$ cat src/rtl/bracket_span_record_assembler_unit_defines.svh
`ifndef BRACKET_SPAN_RECORD_ASSEMBLER_UNIT_DEFINES_SVH
`define BRACKET_SPAN_RECORD_ASSEMBLER_UNIT_DEFINES_SVH

// Same-cycle implication checked on every clock once reset is released.
`define BSRA_ASSERT_NOW(label, ante, cons, msg) \
    label: assert property (@(posedge clk) disable iff (!rst_n) (ante) |-> (cons)) \
        else $error(msg);

// Next-cycle implication checked on every clock once reset is released.
`define BSRA_ASSERT_NEXT(label, ante, cons, msg) \
    label: assert property (@(posedge clk) disable iff (!rst_n) (ante) |=> (cons)) \
        else $error(msg);

`endif

$ cat src/rtl/bsra_pkg.sv
package bsra_pkg;

    localparam int POSITION_W = 32;

    localparam logic [1:0] KIND_OPEN  = 2'd0;
    localparam logic [1:0] KIND_CLOSE = 2'd1;

    localparam logic [2:0] TAG_READONLY = 3'd1;
    localparam logic [2:0] TAG_WRITABLE = 3'd2;
    localparam logic [2:0] TAG_POST     = 3'd3;
    localparam logic [2:0] TAG_PRE      = 3'd4;
    localparam logic [2:0] TAG_KEYS     = 3'd5;

    localparam logic [2:0] SLOT_READONLY = 3'd0;
    localparam logic [2:0] SLOT_WRITABLE = 3'd1;
    localparam logic [2:0] SLOT_POST     = 3'd2;
    localparam logic [2:0] SLOT_PRE      = 3'd3;
    localparam logic [2:0] SLOT_KEYS     = 3'd4;
    localparam logic [2:0] SLOT_NONE     = 3'd7;

    localparam int CMDQ_DEPTH = 4;
    localparam int CMDQ_PTR_W = 2;
    localparam int CMDQ_CNT_W = 3;

    typedef enum logic [2:0] {
        SEQ_READONLY,
        SEQ_WRITABLE,
        SEQ_POST,
        SEQ_PRE,
        SEQ_KEYS
    } seq_state_t;

    typedef enum logic {
        CMD_OPEN,
        CMD_CLOSE
    } cmd_op_t;

    typedef struct packed {
        cmd_op_t    op;
        logic [2:0] slot;
        logic       current;
        logic       ovf;
    } cmd_ctl_t;

    typedef struct packed {
        logic [POSITION_W-1:0] position;
        logic [1:0]            bracket_kind;
        logic [2:0]            key_tag;
    } in_item_t;

    typedef struct packed {
        logic [31:0] readonly_start;
        logic [31:0] readonly_end;
        logic [31:0] writable_start;
        logic [31:0] writable_end;
        logic [31:0] post_start;
        logic [31:0] post_end;
        logic [31:0] pre_start;
        logic [31:0] pre_end;
        logic [31:0] keys_start;
        logic [31:0] keys_end;
        logic [3:0]  closed_mask;
        logic        overflow_seen;
    } out_rec_t;

endpackage

$ cat src/rtl/bsra_front.sv
module bsra_front #(
    parameter int STACK_DEPTH = 64,
    parameter int OFF_W       = 32
) (
    input  logic               clk,
    input  logic               rst_n,
    input  logic               accept,
    input  bsra_pkg::in_item_t item,
    output logic               cmd_valid,
    output bsra_pkg::cmd_ctl_t cmd_ctl,
    output logic [OFF_W-1:0]   cmd_off,
    output logic [OFF_W-1:0]   cmd_pos
);
    import bsra_pkg::*;

    localparam int CW = $clog2(STACK_DEPTH + 1);
    localparam int AW = $clog2(STACK_DEPTH);
    localparam int EW = OFF_W + 4;

    seq_state_t       seq_reg;
    seq_state_t       seq_next;
    logic [CW-1:0]    count_reg;
    logic [CW-1:0]    count_next;
    logic             gen_reg;
    logic             gen_next;
    logic             ovf_reg;
    logic             ovf_next;
    logic [EW-1:0]    top_reg;
    logic [EW-1:0]    top_next;
    logic [EW-1:0]    below_reg;
    logic [EW-1:0]    stack_mem [STACK_DEPTH];
    logic             do_push;
    logic [OFF_W-1:0] pos_off;
    logic [2:0]       new_slot;
    logic [CW-1:0]    wr_count;
    logic [CW-1:0]    rd_count;
    logic [AW-1:0]    wr_addr;
    logic [AW-1:0]    rd_addr;
    logic [OFF_W-1:0] top_off;
    logic [2:0]       top_slot;
    logic             top_gen;

    assign pos_off = OFF_W'(item.position);
    assign {top_off, top_slot, top_gen} = top_reg;

    assign wr_count = count_reg - CW'(1);
    assign rd_count = count_next - CW'(2);
    assign wr_addr  = wr_count[AW-1:0];
    assign rd_addr  = rd_count[AW-1:0];

    always_comb
    begin
        seq_next   = seq_reg;
        gen_next   = gen_reg;
        ovf_next   = ovf_reg;
        count_next = count_reg;
        top_next   = top_reg;
        do_push    = 1'b0;
        new_slot   = SLOT_NONE;
        cmd_valid  = 1'b0;
        cmd_ctl    = '{op: CMD_OPEN, slot: SLOT_NONE, current: 1'b0, ovf: ovf_reg};
        cmd_off    = top_off;
        cmd_pos    = pos_off;
        if (accept)
        begin
            case (item.bracket_kind)
                KIND_OPEN:
                begin
                    if (count_reg == CW'(STACK_DEPTH))
                    begin
                        ovf_next = 1'b1;
                    end
                    else
                    begin
                        do_push    = 1'b1;
                        count_next = count_reg + CW'(1);
                        if (item.key_tag == TAG_READONLY)
                        begin
                            new_slot = SLOT_READONLY;
                            seq_next = SEQ_WRITABLE;
                        end
                        else if (item.key_tag == TAG_WRITABLE && seq_reg == SEQ_WRITABLE)
                        begin
                            new_slot = SLOT_WRITABLE;
                            seq_next = SEQ_POST;
                        end
                        else if (item.key_tag == TAG_POST && seq_reg == SEQ_POST)
                        begin
                            new_slot = SLOT_POST;
                            seq_next = SEQ_PRE;
                        end
                        else if (item.key_tag == TAG_PRE && seq_reg == SEQ_PRE)
                        begin
                            new_slot = SLOT_PRE;
                            seq_next = SEQ_KEYS;
                        end
                        else if (item.key_tag == TAG_KEYS && seq_reg == SEQ_KEYS)
                        begin
                            new_slot = SLOT_KEYS;
                            seq_next = SEQ_READONLY;
                            gen_next = ~gen_reg;
                        end
                        top_next     = {pos_off, new_slot, gen_reg};
                        cmd_valid    = (new_slot != SLOT_NONE);
                        cmd_ctl.op   = CMD_OPEN;
                        cmd_ctl.slot = new_slot;
                    end
                end
                KIND_CLOSE:
                begin
                    if (count_reg != '0)
                    begin
                        count_next      = count_reg - CW'(1);
                        top_next        = below_reg;
                        cmd_valid       = (top_slot <= SLOT_KEYS);
                        cmd_ctl.op      = CMD_CLOSE;
                        cmd_ctl.slot    = top_slot;
                        cmd_ctl.current = (top_gen == gen_reg);
                        cmd_off         = top_off;
                    end
                end
                default:
                begin
                end
            endcase
        end
    end

    always_ff @(posedge clk or negedge rst_n)
    begin
        if (!rst_n)
        begin
            seq_reg <= SEQ_READONLY;
        end
        else
        begin
            seq_reg <= seq_next;
        end
    end

    always_ff @(posedge clk or negedge rst_n)
    begin
        if (!rst_n)
        begin
            count_reg <= '0;
            gen_reg   <= 1'b0;
            ovf_reg   <= 1'b0;
        end
        else
        begin
            count_reg <= count_next;
            gen_reg   <= gen_next;
            ovf_reg   <= ovf_next;
        end
    end

    always_ff @(posedge clk)
    begin
        top_reg <= top_next;
    end

    // Spill the old top on push; keep the entry under the top prefetched.
    always_ff @(posedge clk)
    begin
        if (do_push && count_reg != '0)
        begin
            stack_mem[wr_addr] <= top_reg;
        end
        if (do_push)
        begin
            below_reg <= top_reg;
        end
        else
        begin
            below_reg <= stack_mem[rd_addr];
        end
    end

endmodule

$ cat src/rtl/bsra_cmd_fifo.sv
module bsra_cmd_fifo #(
    parameter int OFF_W = 32
) (
    input  logic               clk,
    input  logic               rst_n,
    input  logic               in_valid,
    input  bsra_pkg::cmd_ctl_t in_ctl,
    input  logic [OFF_W-1:0]   in_off,
    input  logic [OFF_W-1:0]   in_pos,
    output logic               full,
    output logic               out_valid,
    output bsra_pkg::cmd_ctl_t out_ctl,
    output logic [OFF_W-1:0]   out_off,
    output logic [OFF_W-1:0]   out_pos,
    input  logic               out_pop
);
    import bsra_pkg::*;

    logic [CMDQ_CNT_W-1:0] count_reg;
    logic [CMDQ_PTR_W-1:0] wr_ptr_reg;
    logic [CMDQ_PTR_W-1:0] rd_ptr_reg;
    cmd_ctl_t              ctl_mem [CMDQ_DEPTH];
    logic [OFF_W-1:0]      off_mem [CMDQ_DEPTH];
    logic [OFF_W-1:0]      pos_mem [CMDQ_DEPTH];
    logic                  do_wr;
    logic                  do_rd;

    assign full      = (count_reg == CMDQ_CNT_W'(CMDQ_DEPTH));
    assign out_valid = (count_reg != '0);
    assign do_wr     = in_valid && !full;
    assign do_rd     = out_pop && out_valid;
    assign out_ctl   = ctl_mem[rd_ptr_reg];
    assign out_off   = off_mem[rd_ptr_reg];
    assign out_pos   = pos_mem[rd_ptr_reg];

    always_ff @(posedge clk or negedge rst_n)
    begin
        if (!rst_n)
        begin
            count_reg  <= '0;
            wr_ptr_reg <= '0;
            rd_ptr_reg <= '0;
        end
        else
        begin
            if (do_wr)
            begin
                wr_ptr_reg <= wr_ptr_reg + CMDQ_PTR_W'(1);
            end
            if (do_rd)
            begin
                rd_ptr_reg <= rd_ptr_reg + CMDQ_PTR_W'(1);
            end
            if (do_wr && !do_rd)
            begin
                count_reg <= count_reg + CMDQ_CNT_W'(1);
            end
            else if (do_rd && !do_wr)
            begin
                count_reg <= count_reg - CMDQ_CNT_W'(1);
            end
        end
    end

    always_ff @(posedge clk)
    begin
        if (do_wr)
        begin
            ctl_mem[wr_ptr_reg] <= in_ctl;
            off_mem[wr_ptr_reg] <= in_off;
            pos_mem[wr_ptr_reg] <= in_pos;
        end
    end

endmodule

$ cat src/rtl/bsra_back.sv
module bsra_back #(
    parameter int OFF_W = 32
) (
    input  logic               clk,
    input  logic               rst_n,
    input  logic               q_valid,
    input  bsra_pkg::cmd_ctl_t q_ctl,
    input  logic [OFF_W-1:0]   q_off,
    input  logic [OFF_W-1:0]   q_pos,
    output logic               q_pop,
    output logic               empty,
    input  logic               pop,
    output bsra_pkg::out_rec_t result
);
    import bsra_pkg::*;

    logic [OFF_W-1:0] work_starts_reg  [4];
    logic [OFF_W-1:0] work_starts_next [4];
    logic [OFF_W-1:0] work_ends_reg    [4];
    logic [OFF_W-1:0] work_ends_next   [4];
    logic [3:0]       work_closed_reg;
    logic [3:0]       work_closed_next;
    logic [OFF_W-1:0] pend_starts_reg  [4];
    logic [OFF_W-1:0] pend_starts_next [4];
    logic [OFF_W-1:0] pend_ends_reg    [4];
    logic [OFF_W-1:0] pend_ends_next   [4];
    logic [OFF_W-1:0] pend_keys_reg;
    logic [OFF_W-1:0] pend_keys_next;
    logic [3:0]       pend_closed_reg;
    logic [3:0]       pend_closed_next;
    logic             out_valid_reg;
    logic             out_valid_next;
    out_rec_t         result_reg;
    out_rec_t         result_next;
    logic [1:0]       sidx;
    logic             is_keys;
    logic             stall;

    assign sidx    = q_ctl.slot[1:0];
    assign is_keys = (q_ctl.slot == SLOT_KEYS);
    assign stall   = q_valid && q_ctl.op == CMD_CLOSE && is_keys && out_valid_reg && !pop;
    assign q_pop   = q_valid && !stall;
    assign empty   = !out_valid_reg;
    assign result  = result_reg;

    always_comb
    begin
        work_starts_next = work_starts_reg;
        work_ends_next   = work_ends_reg;
        work_closed_next = work_closed_reg;
        pend_starts_next = pend_starts_reg;
        pend_ends_next   = pend_ends_reg;
        pend_keys_next   = pend_keys_reg;
        pend_closed_next = pend_closed_reg;
        out_valid_next   = out_valid_reg && !pop;
        result_next      = result_reg;
        if (q_pop)
        begin
            case (q_ctl.op)
                CMD_OPEN:
                begin
                    if (is_keys)
                    begin
                        pend_starts_next = work_starts_reg;
                        pend_ends_next   = work_ends_reg;
                        pend_closed_next = work_closed_reg;
                        pend_keys_next   = q_pos;
                        for (int i = 0; i < 4; i++)
                        begin
                            work_starts_next[i] = '0;
                            work_ends_next[i]   = '0;
                        end
                        work_closed_next = '0;
                    end
                    else
                    begin
                        if (q_ctl.slot == SLOT_READONLY)
                        begin
                            for (int i = 0; i < 4; i++)
                            begin
                                work_starts_next[i] = '0;
                                work_ends_next[i]   = '0;
                            end
                            work_closed_next = '0;
                        end
                        work_starts_next[sidx] = q_pos;
                    end
                end
                CMD_CLOSE:
                begin
                    if (is_keys)
                    begin
                        if (!q_ctl.current && pend_keys_reg == q_off)
                        begin
                            out_valid_next            = 1'b1;
                            result_next.readonly_start = 32'(pend_starts_reg[0]);
                            result_next.readonly_end   = 32'(pend_ends_reg[0]);
                            result_next.writable_start = 32'(pend_starts_reg[1]);
                            result_next.writable_end   = 32'(pend_ends_reg[1]);
                            result_next.post_start     = 32'(pend_starts_reg[2]);
                            result_next.post_end       = 32'(pend_ends_reg[2]);
                            result_next.pre_start      = 32'(pend_starts_reg[3]);
                            result_next.pre_end        = 32'(pend_ends_reg[3]);
                            result_next.keys_start     = 32'(pend_keys_reg);
                            result_next.keys_end       = 32'(q_pos);
                            result_next.closed_mask    = pend_closed_reg;
                            result_next.overflow_seen  = q_ctl.ovf;
                        end
                    end
                    else if (q_ctl.current)
                    begin
                        if (work_starts_reg[sidx] == q_off)
                        begin
                            work_ends_next[sidx]   = q_pos;
                            work_closed_next[sidx] = 1'b1;
                        end
                    end
                    else if (pend_starts_reg[sidx] == q_off)
                    begin
                        pend_ends_next[sidx]   = q_pos;
                        pend_closed_next[sidx] = 1'b1;
                    end
                end
                default:
                begin
                end
            endcase
        end
    end

    always_ff @(posedge clk or negedge rst_n)
    begin
        if (!rst_n)
        begin
            for (int i = 0; i < 4; i++)
            begin
                work_starts_reg[i] <= '0;
                work_ends_reg[i]   <= '0;
                pend_starts_reg[i] <= '0;
                pend_ends_reg[i]   <= '0;
            end
            work_closed_reg <= '0;
            pend_keys_reg   <= '0;
            pend_closed_reg <= '0;
            out_valid_reg   <= 1'b0;
        end
        else
        begin
            work_starts_reg <= work_starts_next;
            work_ends_reg   <= work_ends_next;
            work_closed_reg <= work_closed_next;
            pend_starts_reg <= pend_starts_next;
            pend_ends_reg   <= pend_ends_next;
            pend_keys_reg   <= pend_keys_next;
            pend_closed_reg <= pend_closed_next;
            out_valid_reg   <= out_valid_next;
        end
    end

    always_ff @(posedge clk)
    begin
        result_reg <= result_next;
    end

endmodule

$ cat src/rtl/bracket_span_record_assembler_unit.sv
// channel   direction  handshake          transaction
// item      in         push / full        one structural position (open, close, other)
// result    out        empty / pop        one finished record of five spans
//
// One item per cycle is taken while the command queue has room.
// A record's closing command enters the queue with its closing item; once the back
// end pops it from the queue, the command loads the record into the result register.
// The result register holds one record; while it waits, only an accountKeys
// close stalls the back end, and the front end stops once the 4-entry queue fills.
// Reset clears stack count, sequencer, records being assembled and flags; no clearing pass.
`include "bracket_span_record_assembler_unit_defines.svh"

module bracket_span_record_assembler_unit #(
    parameter int STACK_DEPTH = 64,
    parameter int OFFSET_BITS = 32
) (
    input  logic               clk,
    input  logic               rst_n,
    input  logic               push,
    output logic               full,
    input  bsra_pkg::in_item_t item,
    output logic               empty,
    input  logic               pop,
    output bsra_pkg::out_rec_t result
);
    import bsra_pkg::*;

    localparam int OFF_W = (OFFSET_BITS < POSITION_W) ? OFFSET_BITS : POSITION_W;

    logic             accept;
    logic             cmd_valid;
    cmd_ctl_t         cmd_ctl;
    logic [OFF_W-1:0] cmd_off;
    logic [OFF_W-1:0] cmd_pos;
    logic             q_valid;
    cmd_ctl_t         q_ctl;
    logic [OFF_W-1:0] q_off;
    logic [OFF_W-1:0] q_pos;
    logic             q_pop;

    assign accept = push && !full;

    bsra_front #(
        .STACK_DEPTH (STACK_DEPTH),
        .OFF_W       (OFF_W)
    ) u_front (
        .clk       (clk),
        .rst_n     (rst_n),
        .accept    (accept),
        .item      (item),
        .cmd_valid (cmd_valid),
        .cmd_ctl   (cmd_ctl),
        .cmd_off   (cmd_off),
        .cmd_pos   (cmd_pos)
    );

    bsra_cmd_fifo #(
        .OFF_W (OFF_W)
    ) u_cmd_fifo (
        .clk       (clk),
        .rst_n     (rst_n),
        .in_valid  (cmd_valid),
        .in_ctl    (cmd_ctl),
        .in_off    (cmd_off),
        .in_pos    (cmd_pos),
        .full      (full),
        .out_valid (q_valid),
        .out_ctl   (q_ctl),
        .out_off   (q_off),
        .out_pos   (q_pos),
        .out_pop   (q_pop)
    );

    bsra_back #(
        .OFF_W (OFF_W)
    ) u_back (
        .clk     (clk),
        .rst_n   (rst_n),
        .q_valid (q_valid),
        .q_ctl   (q_ctl),
        .q_off   (q_off),
        .q_pos   (q_pos),
        .q_pop   (q_pop),
        .empty   (empty),
        .pop     (pop),
        .result  (result)
    );

    `BSRA_ASSERT_NOW(a_cmd_not_into_full, cmd_valid, !full, "command pushed into full queue")
    `BSRA_ASSERT_NEXT(a_cmd_lands_in_queue, cmd_valid, q_valid, "pushed command missing from queue")
    `BSRA_ASSERT_NOW(a_pop_only_valid, q_pop, q_valid, "queue popped while empty")
    `BSRA_ASSERT_NOW(a_result_from_keys_close, !empty && $past(empty), $past(q_pop && q_ctl.op == CMD_CLOSE && q_ctl.slot == SLOT_KEYS), "result without accountKeys close")

endmodule
$ cat config.mk
export PLATFORM = sky130hd
export DESIGN_NAME = bracket_span_record_assembler_unit
export DESIGN_NICKNAME = d
export VERILOG_FILES = /design/src/rtl/bsra_pkg.sv /design/src/rtl/bsra_front.sv /design/src/rtl/bsra_cmd_fifo.sv /design/src/rtl/bsra_back.sv /design/src/rtl/bracket_span_record_assembler_unit.sv
export VERILOG_INCLUDE_DIRS = /design/src /design/src/rtl
export SDC_FILE = /design/constraint.sdc
export NUM_CORES = 2
export LEC_CHECK = 0
export ABC_AREA = 1
export BUFFER_PORTS_ARGS = -buffer_cell sky130_fd_sc_hd__buf_2
export CELL_PAD_IN_SITES_DETAIL_PLACEMENT = 0
export CELL_PAD_IN_SITES_GLOBAL_PLACEMENT = 2
export CORE_MARGIN = 8
export CORE_UTILIZATION = 25
export DETAILED_ROUTE_END_ITERATION = 10
export GPL_ROUTABILITY_DRIVEN = 1
export PLACE_DENSITY = 0.61
export RECOVER_POWER = 50
export SKIP_LAST_GASP = 1
export SLEW_MARGIN = 20
export SYNTH_ARGS = -nofsm -noshare
export SYNTH_HDL_FRONTEND = slang
export SYNTH_HIERARCHICAL = 1
export SYNTH_SLANG_ARGS = --single-unit
$ cat constraint.sdc
create_clock -name clk -period 15.6 [get_ports clk]
set_input_delay 3.12 -clock clk [delete_from_list [all_inputs] [get_ports clk]]
set_output_delay 3.12 -clock clk [all_outputs]
set_load 0.02 [all_outputs]
==> metrics.md <==
| Metric | Value |
|---|---|
| Synth cell count leaders | `nand2_1 (3,412), nand3_1 (3,054), edfxtp_1 (2,945)` |
| Area delta synth->final | `15.1%` |
| CP arrival | `11.97 ns` |
| Worst vdd ir | `0.000344 V` |
| Endpoints failing setup | `0` |
| Clk_skew | `0.0612 ns` |
| CTS clk-pin slew, worst paths | `0.06 ns` |
| Worst min path class | `flip-flop to flip-flop` |
| Total track usage | `17.3%` |
| CP Launch Point | `u_cmd_fifo/rd_ptr_reg[1]` |
| Cell area power density | `204 nW/µm²` |
| Share of cells above drive strength 1 | `7.59%` |
| Ys flop type | `edfxtp_1` |
| # DRC | `0` |
| TritonCTS buffer count | `409` |
| Static leakage | `64.1 nW` |
| Max-slew headroom | `-211%` |
| DP Wirelength | `314,000 µm` |
| Clk network pwr share | `27.2%` |
| GRT busiest layer | `met2` |
| Slew Limit Fails | `2,645` |
| Post-synth EDFFs | `2,945` |
| Period utilization | `71.2%` |
| Failing checks | `antenna violations, max-capacitance violations, max-slew violations` |
| Critical Path Fanout Max | `43` |
| Synth area leader | `edfxtp_1` |
| Remaining antenna violation count | `1` |
| I/O Buffers | `367` |
| Total gr overflow | `0` |
| Ys async rst share | `16.1%` |
| DR vias | `101,000` |
| Root Buffer | `clkbuf_16` |
| Fin. Hold Viols | `0` |
| Reg power frac | `34.6%` |
| DR iter-0 viols | `9,378` |
| Slowest-stage cell, CP | `clkbuf_1` |
| Antenna violations before repair | `53` |
| Max Cap Violations | `47` |
| IO Count | `368` |
| Post_cts resized | `0` |
| Unique masters post-synth | `45` |
| # fillers | `61,100` |
| First-pass GRT wire length | `780,000 µm` |
| Met2 Use GR | `27.3%` |
| Final core occ | `28.9%` |
| Num rows | `282` |
| FF-to-FF setup slack | `4.49 ns` |
| CTS tree | `done` |
| Cell repeated most along the worst path | `nand2_1` |
| Least-Margin Pin Slew | `4.66 ns` |
| Core area | `590,000 µm²` |
| Die Y | `785 µm` |
| Cell Area, Synth | `148,000 µm²` |
| Starting Density | `25.1%` |
| Nets@finish | `13,300` |
| Vias in the first global route | `95,800` |
| WL/cell | `25.9 µm` |
| Register area share after synthesis | `69.9%` |
| Final WL | `556,000 µm` |
| Met1 Track Usage GR | `25.0%` |
| Total setup buffers inserted after CTS | `0` |
| Largest net degree at the start of global routing | `152` |
| Total internal power | `0.0198 W` |
| Grt met3 use | `2.24%` |
| Setup crit start kind | `flip-flop` |
| Worst path required time | `16.46 ns` |
| Fin cells | `21,500` |
| Dominant cell by count in the synthesized netlist | `nand2_1` |
| Via density | `4.71` |
| TNS Setup | `0 ns` |
| Worst reg2reg startpoint | `u_cmd_fifo/rd_ptr_reg[1]` |
| Worst Hold Launch | `u_back/pend_ends_reg[104]` |
| Crit Path Class | `flip-flop to flip-flop` |
| Unrepaired setup endpoints after global routing | `no` |
| Crit. End Element | `flip-flop` |
| Clock Path Buffers | `4` |
| Outcome | `finished, violations left` |
| Largest cells by area after synthesis | `edfxtp_1 (60%), nand3_1 (10%), dfrtp_1 (9.7%)` |
| Mapped Avg Cell Area | `11.2 µm²` |
| Comb power frac | `38.2%` |
| Net Sw Frac | `43.1%` |
| Clock Latency Late Sink | `0.99 ns` |
| Max FFs per register | `2,304` |
| Synthesis Warnings | `6` |
| Syn nets | `13,200` |
| Dpl cells | `20,700` |
| Period minus WS final | `11.11 ns` |
| Clk sink count | `3,553` |
| Hold-fix buffers at CTS | `0` |
| H-tree levels | `5` |
| #FFs+latches synth | `3,553` |
| Gpl congestion | `0.821` |
| Yosys top cell area share | `59.8%` |
| Switching power | `0.0150 W` |
| Die X | `785 µm` |
| Synth Instances | `13,200` |
| CP Cell Sequence | `clkbuf_1 > inv_1 > o211ai_1 > nand2_1 > inv_2 > ha_2 > nand2_4 > a21oi_1 > nand2_1 > inv_1 > nand2_1 > nor2_1 > nand2_1 > nor2_1 > nand3_2 > nand2_4 > buf_4 > buf_4 > nand2_2 > nand2_1 > nand2_1` |
| DR pass1 iterations | `6` |
| CP max stage delay | `1.62 ns` |
| Die area | `617,000 µm²` |
| F_max | `0.0900 GHz` |
==> layout by cell type, fill, tap and decap left out, drive strengths merged <==
cell and instances:
a211oi 1, a21o 120, a21oi 13, a221o 1
a22oi 1, a31oi 1, buf 329, bufinv 27
clkbuf 857, clkinv 174, clkinvlp 9, dfrtp 572
dfxtp 36, diode 19, edfxtp 2945, fa 1
ha 12, inv 859, nand2 3423, nand3 3055
nand3b 246, nand4 146, nor2 154, nor3 134
nor4 9, nor4b 1, o211ai 144, o21ai 335
o21bai 1, o22ai 1, or2 10, xnor2 7
xor2 21
==> through the flow <==
| step | total power (W) | cell area, µm² | hold slack (ns) | setup WS [ns] |
|---|---|---|---|---|
| after detailed placement | 0.0256 | 158000 | 0.432 | 6.00 |
| after floorplan | 0.0197 | 148000 | 0.425 | 3.12 |
| final | 0.0348 | 170000 | 0.448 | 4.49 |
| after global placement | 0.0256 | 158000 | 0.432 | 6.00 |
| after global routing | 0.0365 | 170000 | 0.462 | 3.71 |
| after CTS | 0.0352 | 171000 | 0.445 | 7.07 |
==> per-layer routing <==
metal	up-vias	wire length, µm
met3	702	30200
met1	51300	258000
li1	46200	-
met2	2936	252000
met4	16	16400
met5	-	105
==> critical path: cells and delay by family, from the launching register on <==
family	cells	cell delay [ns]
fa+ha+maj	1	0.69
buf+inv	6	5.07
flops	1	0.33
simple gates	12	3.47
compound gates	2	1.23
==> power by group through the flow <==
stage / registers [W] / clock network [W] / logic, W
3_5_place_dp: 0.0122 / 0 / 0.0134
6_report: 0.0120 / 0.00946 / 0.0133
3_3_place_gp: 0.0122 / 0 / 0.0135
4_1_cts: 0.0120 / 0.00970 / 0.0135
5_1_grt: 0.0121 / 0.0101 / 0.0144
2_1_floorplan: 0.0119 / 0 / 0.00784
==> area by class of cell <==
| class | count | area, µm² | share of cell area (%) |
|---|---|---|---|
| multi-input cells | 7837 | 37200 | 21.8 |
| clock inverters | 212 | 1920 | 1.13 |
| repair buffers | 635 | 3570 | 2.09 |
| flip-flops and latches | 3553 | 103000 | 60.7 |
| well taps | 7810 | 9770 | 5.73 |
| inverters | 857 | 3270 | 1.92 |
| diodes | 19 | 47.5 | 0.0279 |
| clock buffers | 551 | 11100 | 6.53 |
==> kinds of logic after synthesis <==
logic type               Yosys count  share of synthesized area (%)
AO/OA/AOI/OAI                    618                           2.55
XOR/XNOR                          28                          0.201
adder cells (fa/ha/maj)           13                          0.115
buffers and inverters           1798                           5.39
flip-flops                      3553                           69.9
AND/OR/NAND/NOR                 7178                           21.8
==> final timing paths <==
path                                                     to  cells after the start
worst max-delay path               u_back/pend_ends_reg[12]                     21
worst min register to register           u_back/result[269]                      0
max in group asynchronous       u_back/pend_starts_reg[110]                      3
min in group asynchronous         u_back/work_starts_reg[1]                      1
worst min-delay path                     u_back/result[269]                      0
worst max register to register     u_back/pend_ends_reg[12]                     21
Power figures use the tool's default switching activity.
